--- config.mk ---
export PLATFORM = sky130hd
export DESIGN_NAME = hid_keyboard_report_differ_unit
export DESIGN_NICKNAME = d
export VERILOG_FILES = /design/src/design/hkrd_pkg.sv /design/src/design/hkrd_match.sv /design/src/design/hkrd_seq.sv /design/src/design/hid_keyboard_report_differ_unit.sv
export SDC_FILE = /design/constraint.sdc
export NUM_CORES = 1
export LEC_CHECK = 0
export BUFFER_PORTS_ARGS = -buffer_cell sky130_fd_sc_hd__buf_2
export CAP_MARGIN = 0
export CORE_MARGIN = 2
export CORE_UTILIZATION = 45
export CTS_CLUSTER_SIZE = 10
export DETAILED_ROUTE_END_ITERATION = 12
export HOLD_SLACK_MARGIN = 0.1
export PLACE_DENSITY = 0.75
export SYNTH_ARGS = -nofsm -noshare
export SYNTH_HDL_FRONTEND = slang
export SYNTH_SLANG_ARGS = --single-unit
--- constraint.sdc ---
create_clock -name clk -period 6.9 [get_ports clk]
set_input_delay 2.07 -clock clk [delete_from_list [all_inputs] [get_ports clk]]
set_output_delay 2.07 -clock clk [all_outputs]
set_load 0.02 [all_outputs]
--- src/design/hkrd_pkg.sv ---
// ----------------------------------------------------------------------------
// hkrd_pkg
// Shared types and constants of the keyboard report differ: report and
// result layouts, event kinds and register indexes.
// ----------------------------------------------------------------------------
`default_nettype none

package hkrd_pkg;

	localparam int NUM_SLOTS  = 6;
	localparam int SLOT_IDX_W = 3;
	localparam int CODE_W     = 8;
	localparam int MOD_BITS   = 8;

	localparam logic [CODE_W-1:0] MOD_CODE_BASE = 8'h80;

	localparam logic [1:0] KIND_RAW     = 2'd0;
	localparam logic [1:0] KIND_PRESS   = 2'd1;
	localparam logic [1:0] KIND_RELEASE = 2'd2;

	localparam int CFG_IDX_W = 1;
	localparam logic [CFG_IDX_W-1:0] CFG_RAW_ENABLED = 1'b0;
	localparam logic [CFG_IDX_W-1:0] CFG_MIXED_MODE  = 1'b1;

	typedef logic [NUM_SLOTS-1:0][CODE_W-1:0] keys_t;

	typedef struct packed {
		logic [7:0] modifiers;
		logic [7:0] key_slot_0;
		logic [7:0] key_slot_1;
		logic [7:0] key_slot_2;
		logic [7:0] key_slot_3;
		logic [7:0] key_slot_4;
		logic [7:0] key_slot_5;
	} in_t;

	typedef struct packed {
		logic [1:0] event_kind;
		logic [7:0] event_code;
		logic [7:0] raw_modifiers;
		logic [7:0] raw_key_0;
		logic [7:0] raw_key_1;
		logic [7:0] raw_key_2;
		logic [7:0] raw_key_3;
		logic [7:0] raw_key_4;
		logic [7:0] raw_key_5;
		logic       last_of_run;
	} out_t;

	typedef struct packed {
		logic raw_enabled;
		logic mixed_mode;
	} cfg_t;

	// result handed from the sequencer to the output register
	typedef struct packed {
		logic valid;
		out_t data;
	} push_t;

endpackage

`default_nettype wire

--- src/design/hkrd_match.sv ---
// ----------------------------------------------------------------------------
// hkrd_match
// Shared compare unit: reports whether a key code is held in any of the six
// slots of a report.
// ----------------------------------------------------------------------------
`default_nettype none

module hkrd_match
	import hkrd_pkg::*;
(
	input  wire logic [CODE_W-1:0] code,
	input  wire keys_t             slots,
	output logic                   hit
);

	logic [NUM_SLOTS-1:0] eq;

	always_comb begin
		for (int i = 0; i < NUM_SLOTS; i++) begin
			eq[i] = (slots[i] == code);
		end
	end

	assign hit = |eq;

endmodule

`default_nettype wire

--- src/design/hkrd_seq.sv ---
// ----------------------------------------------------------------------------
// hkrd_seq
// Step sequencer: walks raw, modifier bits, old and new slots one step per
// cycle unless a held result waits on the output; the shared compare unit
// checks old and new slots. One result is held back to mark the report's final one.
// ----------------------------------------------------------------------------
`default_nettype none

module hkrd_seq
	import hkrd_pkg::*;
(
	input  wire logic  clk,
	input  wire logic  arst_n,
	input  wire logic  in_valid,
	output logic       in_stall,
	input  wire in_t   in_data,
	input  wire cfg_t  cfg,
	input  wire logic  push_ok,
	output push_t      push
);

	localparam logic [2:0] S_IDLE  = 3'd0;
	localparam logic [2:0] S_RAW   = 3'd1;
	localparam logic [2:0] S_MOD   = 3'd2;
	localparam logic [2:0] S_OLD   = 3'd3;
	localparam logic [2:0] S_NEW   = 3'd4;
	localparam logic [2:0] S_FLUSH = 3'd5;

	logic [2:0]            state_q;
	logic [SLOT_IDX_W-1:0] idx_q;
	logic [7:0]            cur_mods_q;
	keys_t                 cur_keys_q;
	logic [7:0]            prev_mods_q;
	keys_t                 prev_keys_q;
	out_t                  pend_q;
	logic                  pend_valid_q;

	logic [CODE_W-1:0] code_sel;
	keys_t             slots_sel;
	logic              hit;
	logic              found;
	out_t              res;
	logic              advance;
	logic              bit_now;
	logic              bit_before;
	keys_t             in_keys;

	assign in_keys = {in_data.key_slot_5, in_data.key_slot_4, in_data.key_slot_3,
		in_data.key_slot_2, in_data.key_slot_1, in_data.key_slot_0};

	assign in_stall = (state_q != S_IDLE);

	// operand select for the compare unit
	always_comb begin
		if (state_q == S_NEW) begin
			code_sel  = cur_keys_q[idx_q];
			slots_sel = prev_keys_q;
		end else begin
			code_sel  = prev_keys_q[idx_q];
			slots_sel = cur_keys_q;
		end
	end

	hkrd_match u_match (
		.code  (code_sel),
		.slots (slots_sel),
		.hit   (hit)
	);

	assign bit_now    = cur_mods_q[idx_q];
	assign bit_before = prev_mods_q[idx_q];

	always_comb begin
		found = 1'b0;
		res   = '0;
		case (state_q)
			S_RAW: begin
				found             = 1'b1;
				res.event_kind    = KIND_RAW;
				res.raw_modifiers = cur_mods_q;
				res.raw_key_0     = cur_keys_q[0];
				res.raw_key_1     = cur_keys_q[1];
				res.raw_key_2     = cur_keys_q[2];
				res.raw_key_3     = cur_keys_q[3];
				res.raw_key_4     = cur_keys_q[4];
				res.raw_key_5     = cur_keys_q[5];
			end
			S_MOD: begin
				found          = (bit_now != bit_before);
				res.event_kind = bit_now ? KIND_PRESS : KIND_RELEASE;
				res.event_code = MOD_CODE_BASE + {{(CODE_W-SLOT_IDX_W){1'b0}}, idx_q};
			end
			S_OLD: begin
				found          = (code_sel != '0) && !hit;
				res.event_kind = KIND_RELEASE;
				res.event_code = code_sel;
			end
			S_NEW: begin
				found          = (code_sel != '0) && !hit;
				res.event_kind = KIND_PRESS;
				res.event_code = code_sel;
			end
			default: ;
		endcase
	end

	// a new result needs the held one sent out first
	assign advance = !(found && pend_valid_q && !push_ok);

	always_comb begin
		push.valid            = pend_valid_q && push_ok && (found || state_q == S_FLUSH);
		push.data             = pend_q;
		push.data.last_of_run = (state_q == S_FLUSH);
	end

	always_ff @(posedge clk or negedge arst_n) begin
		if (!arst_n) begin
			state_q      <= S_IDLE;
			idx_q        <= '0;
			pend_valid_q <= 1'b0;
			prev_mods_q  <= '0;
			prev_keys_q  <= '0;
		end else begin
			if (found && advance) begin
				pend_valid_q <= 1'b1;
			end
			case (state_q)
				S_IDLE: begin
					if (in_valid) begin
						state_q <= cfg.raw_enabled ? S_RAW : S_MOD;
						idx_q   <= '0;
					end
				end
				S_RAW: begin
					state_q <= cfg.mixed_mode ? S_MOD : S_FLUSH;
					idx_q   <= '0;
				end
				S_MOD: begin
					if (advance) begin
						if (idx_q == SLOT_IDX_W'(MOD_BITS - 1)) begin
							state_q <= S_OLD;
							idx_q   <= '0;
						end else begin
							idx_q <= idx_q + 1'b1;
						end
					end
				end
				S_OLD: begin
					if (advance) begin
						if (idx_q == SLOT_IDX_W'(NUM_SLOTS - 1)) begin
							state_q <= S_NEW;
							idx_q   <= '0;
						end else begin
							idx_q <= idx_q + 1'b1;
						end
					end
				end
				S_NEW: begin
					if (advance) begin
						if (idx_q == SLOT_IDX_W'(NUM_SLOTS - 1)) begin
							state_q     <= S_FLUSH;
							idx_q       <= '0;
							prev_mods_q <= cur_mods_q;
							prev_keys_q <= cur_keys_q;
						end else begin
							idx_q <= idx_q + 1'b1;
						end
					end
				end
				S_FLUSH: begin
					if (!pend_valid_q || push_ok) begin
						state_q      <= S_IDLE;
						pend_valid_q <= 1'b0;
					end
				end
				default: begin
					state_q <= S_IDLE;
				end
			endcase
		end
	end

	always_ff @(posedge clk) begin
		if (state_q == S_IDLE && in_valid) begin
			cur_mods_q <= in_data.modifiers;
			cur_keys_q <= in_keys;
		end
		if (found && advance) begin
			pend_q <= res;
		end
	end

	a_no_push_idle: assert property (@(posedge clk) disable iff (!arst_n)
		push.valid |-> (state_q != S_IDLE))
		else $error("result pushed while idle");

	a_idle_empty: assert property (@(posedge clk) disable iff (!arst_n)
		(state_q == S_IDLE) |-> !pend_valid_q)
		else $error("held result left behind at end of report");

	a_last_ends: assert property (@(posedge clk) disable iff (!arst_n)
		(push.valid && push.data.last_of_run) |=> (state_q == S_IDLE))
		else $error("last result sent but report still in progress");

	a_prev_hold: assert property (@(posedge clk) disable iff (!arst_n)
		(state_q != S_NEW) |=> ($stable(prev_keys_q) && $stable(prev_mods_q)))
		else $error("stored report changed outside the press scan");

endmodule

`default_nettype wire

--- src/design/hid_keyboard_report_differ_unit.sv ---
// A found result is held until the next one is found or the flush step, then is
// registered into out_data. Each report runs 8 modifier, 6 release, 6 press and
// 1 flush step, plus a raw step in raw and mixed mode; raw only runs raw and flush.
// A held result waiting on out_stall holds the steps; in_stall stays high until done.
// The six-slot compare unit is shared by all release and press steps.
// Reset clears the stored report to zero and both registers to off.
// ----------------------------------------------------------------------------
// hid_keyboard_report_differ_unit
// Boot-keyboard report differ: turns each report into raw, press and release
// transactions against the previously stored report.
// ----------------------------------------------------------------------------
`default_nettype none

module hid_keyboard_report_differ_unit
	import hkrd_pkg::*;
(
	input  wire logic                 clk,
	input  wire logic                 arst_n,
	input  wire logic                 cfg_we,
	input  wire logic [CFG_IDX_W-1:0] cfg_index,
	input  wire logic                 cfg_data,
	input  wire logic                 in_valid,
	output logic                      in_stall,
	input  wire in_t                  in_data,
	output logic                      out_valid,
	input  wire logic                 out_stall,
	output out_t                      out_data
);

	cfg_t  cfg_q;
	logic  out_valid_q;
	out_t  out_q;
	logic  push_ok;
	push_t push;

	always_ff @(posedge clk or negedge arst_n) begin
		if (!arst_n) begin
			cfg_q <= '0;
		end else if (cfg_we) begin
			case (cfg_index)
				CFG_RAW_ENABLED: cfg_q.raw_enabled <= cfg_data;
				CFG_MIXED_MODE:  cfg_q.mixed_mode  <= cfg_data;
				default: ;
			endcase
		end
	end

	hkrd_seq u_seq (
		.clk      (clk),
		.arst_n   (arst_n),
		.in_valid (in_valid),
		.in_stall (in_stall),
		.in_data  (in_data),
		.cfg      (cfg_q),
		.push_ok  (push_ok),
		.push     (push)
	);

	// output register frees up in the same cycle its transaction completes
	assign push_ok = !out_valid_q || !out_stall;

	always_ff @(posedge clk or negedge arst_n) begin
		if (!arst_n) begin
			out_valid_q <= 1'b0;
		end else if (push.valid) begin
			out_valid_q <= 1'b1;
		end else if (!out_stall) begin
			out_valid_q <= 1'b0;
		end
	end

	always_ff @(posedge clk) begin
		if (push.valid) begin
			out_q <= push.data;
		end
	end

	assign out_valid = out_valid_q;
	assign out_data  = out_q;

endmodule

`default_nettype wire

==> metrics.md <==
| Metric | Value |
|---|---|
| Worst-Margin Slew | ~0.99 ns |
| Clk buf depth | 3 |
| Die height | 161 um |
| First-pass GRT wire length | 34.3 mm |
| Startpoint Class | flip-flop |
| Cts hold-fix bufs | 0 |
| Clock tree sinks | between 200 and 300 |
| Placer congestion estimate | 0.913 |
| DRT Wirelength | roughly 22 mm |
| Yosys cell types | 47 |
| Commonest cells post-synth | edfxtp_1 (189), mux2i_1 (68), dfrtp_1 (66) |
| CP Data Required Time | about 7 ns |
| Cell Count, Final, Fillers Out | ~1200 |
| Total power | a little under 6 mW |
| Pwr Density | about 460 nW/um^2 |
| Layout Skew | between 0.01 and 0.015 ns |
| Async SR Flop Fraction | 0.259 |
| Largest area contributor in the netlist | edfxtp_1 |
| Count of final hold-check violations | 0 |
| Area Overhead vs Synth | 16.6% |
| CTS resizes | 0 |
| Worst Hold Depth | 0 |
| Root Buffer | clkbuf_16 |
| Vias post-DR | between 6000 and 7000 |
| Number of CTS-inserted buffers | 29 |
| Clock share of power | 0.231 |
| Tmin final | between 5 and 6 ns |
| Hold endpoint | out_data[15]$_DFFE_PP_ |
| Ant diodes | 0 |
| TNS Setup | 0 ns |
| Reg-to-Reg End | out_data[47]$_DFFE_PP_ |
| RSZ-0062 raised after global routing | false |
| PortBufs | 131 |
| P_sw | 2.02 mW |
| Final ANT Viol Nets | 0 |
| Top-count cell post-synth | edfxtp_1 |
| GRT Overall Usage | 0.172 |
| Share of the cycle needed by the critical path after routing | 0.763 |
| Crit-path slowest cell | or3b_4 |
| Fmax | roughly 190 MHz |
| Worst flop-to-flop path startpoint | u_seq.state_q[1]$_DFFE_PN0P_ |
| Dpl cells | ~1100 |
| Initial Util | 0.457 |
| Drt initial violations | 525 |
| Setup crit start | u_seq.state_q[1]$_DFFE_PN0P_ |
| Total gr overflow | 0 |
| Comb power frac | 0.304 |
| Core area | 24200 um^2 |
| Largest cells by area after synthesis | edfxtp_1 (51%), dfrtp_1 (15%), mux2i_1 (6.2%), mux2_1 (4.3%), mux4_2 (4.1%) |
| Fin Hold WS | roughly 0.41 ns |
| Max-cap violations | 0 |
| Sequential-to-total area share from yosys stat | 0.663 |
| Crit path kind | flip-flop to flip-flop |
| Pre-antenna DRT Iters | 5 |
| Mapped Area | 11000 um^2 |
| Internal | ~3.9 mW |
| Maximum vdd drop | between 0.3 and 0.4 mV |
| Leakage | between 5 and 6 nW |
| Row cnt | between 50 and 60 |
| CTS tree | yes |
| Crit path cell chain | or3b_4 > buf_4 > mux2_4 > o211ai_2 > xnor2_1 > nor4_1 > nand4_1 > nand4_1 > o21ai_2 > o21ai_0 > a21oi_4 > buf_4 |
| Initial antenna violation count | 0 |
| Sw frac | 0.341 |
| Post-layout util | 0.532 |
| HP Start | u_seq.push[15]$_SDFFCE_PN0P_ |
| Net Count, Synth | 745 |
| Syn_area_per_cell | between 15 and 20 um^2 |
| Fraction of layout cells with a size suffix above 1 | 0.282 |
| Synth warn | 0 |
| Vias in the first global route | between 6000 and 7000 |
| Yosys reg bits | approximately 260 |
| Mapped Cells | between 600 and 700 |
| Post-CTS Setup Inserts | 0 |
| Flop pwr share | 0.465 |
| Fill cell count | 2003 |
| Fin. max-slew vios | 0 |
| Largest net degree at the start of global routing | 57 |
| Most used DFF post-synth | edfxtp_1 |
| Chip Width | roughly 160 um |
| Clock Latency Late Sink | 0.55 ns |
| DR vias/cell | between 5 and 6 |
| Clock transition at path regs | ~0.06 ns |
| Status | finished, final reports clean |
| Final #Nets | around 900 |
| Worst Path Arrival | about 5.4 ns |
| Worst setup margin | approximately 1.6 ns |
| Max FO, Critical Path | 51 |
| Post-synth top area share | 0.514 |
| I/O pins | between 100 and 150 |
| Setup-failing EPs final | 0 |
| Final Cell Area | roughly 13000 um^2 |
| Reg2reg path depth | 12 |
| DRC | 0 |
| Worst hold path type | flip-flop to flip-flop |
| Dpl ws | 1.68 ns |
| CP Capture Type | flip-flop |
| Number of flops mapped to enable cells by yosys | about 190 |
| R2r setup slk | around 1.6 ns |
| Routed length per instance | 18.8 um |
| Die ar. | approximately 26000 um^2 |
| Cell area after placement | about 12000 um^2 |
| Max stage delay on crit path | 0.72 ns |
| Post-detail-place hpwl | between 10 and 15 mm |
| Slew HR | 0.340 |
| Clock H-tree levels | 1 |
==> worst max-delay path, delay by kind of cell, from the launching register on <==
kind / cells / cell delay, ns
flops: 1 / 0.64
simple gates: 4 / 1.00
xor+xnor: 1 / 0.19
buf+inv: 2 / 1.13
mux: 1 / 0.34
compound gates: 4 / 1.47
==> layout by cell type (no fill, tap or decap), drive strengths merged, types with 4 or more instances in the layout <==
| cell | Yosys | layout |
|---|---|---|
| edfxtp | 189 | 189 |
| buf | 19 | 140 |
| mux2i | 68 | 68 |
| mux2 | 68 | 68 |
| dfrtp | 66 | 66 |
| and2 | 64 | 64 |
| clkbuf | 13 | 53 |
| xnor2 | 46 | 46 |
| nand2 | 25 | 25 |
| mux4 | 20 | 20 |
| nor2 | 15 | 15 |
| nor4 | 13 | 13 |
| nand3 | 10 | 10 |
| o21ai | 10 | 10 |
| o211ai | 9 | 9 |
| a21oi | 8 | 8 |
| nand2b | 4 | 4 |
| inv | 3 | 4 |
==> sequential cells by signal (all words and copies together) (netlist names) <==
register / cells
cfg_q: 2
u_seq.state_q: 3
u_seq.cur_keys_q: 48
u_seq.prev_keys_q: 48
u_seq.idx_q: 3
out_valid: 1
u_seq.pend_valid_q: 1
u_seq.prev_mods_q: 8
out_data: 67
u_seq.cur_mods_q: 8
u_seq.push: 66
==> per-layer routing <==
| layer | up-vias | GRT usage | share of wire |
|---|---|---|---|
| met5 | - | 0 | 0 |
| met4 | 0 | 0.0553 | 0.027 |
| met3 | 43 | 0.0253 | 0.054 |
| met2 | 193 | 0.272 | 0.47 |
| met1 | 3023 | 0.248 | 0.45 |
| li1 | 2829 | - | - |
==> power by group through the flow <==
stage / logic [mW] / registers, mW / clock network (mW)
floorplan: 1.03 / 2.99 / 0
global placement: 1.78 / 2.77 / 0
detailed placement: 1.82 / 2.78 / 0
CTS: 1.83 / 2.76 / 1.41
global route: 1.95 / 2.82 / 1.46
finish: 1.80 / 2.76 / 1.37
==> final cells by class <==
class                   instances  area (um^2)  share of cell area
multi-input cells             389         3560               0.276
flip-flops and latches        255         7330               0.569
clock inverters                 1         8.76            0.000680
inverters                       3         11.3            0.000875
clock buffers                  53          836              0.0649
well taps                     324          405              0.0315
repair buffers                140          723              0.0562
==> logic make-up (layout without fill, tap and decap cells) <==
family | after synthesis | in the layout | share of synthesized area
AO/OA/AOI/OAI | 37 | 37 | 0.0306
flip-flops | 255 | 255 | 0.663
XOR/XNOR | 49 | 49 | 0.0389
AND/OR/NAND/NOR | 144 | 144 | 0.0732
adder cells (fa/ha/maj) | 3 | 3 | 0.00340
multiplexers | 156 | 156 | 0.173
buffers and inverters | 35 | 197 | 0.0170
==> how the worst max path moves through the flow <==
stage	slack, ns	cells past startpoint	endpoint
2_1_floorplan	0.69	12	out_data[0]$_DFFE_PP_
3_3_place_gp	1.85	12	out_data[43]$_DFFE_PP_
3_5_place_dp	1.68	12	out_data[43]$_DFFE_PP_
4_1_cts	1.64	12	out_data[34]$_DFFE_PP_
5_1_grt	1.26	12	out_data[28]$_DFFE_PP_
6_report	1.64	12	out_data[47]$_DFFE_PP_
Power figures use the tool's default switching activity.
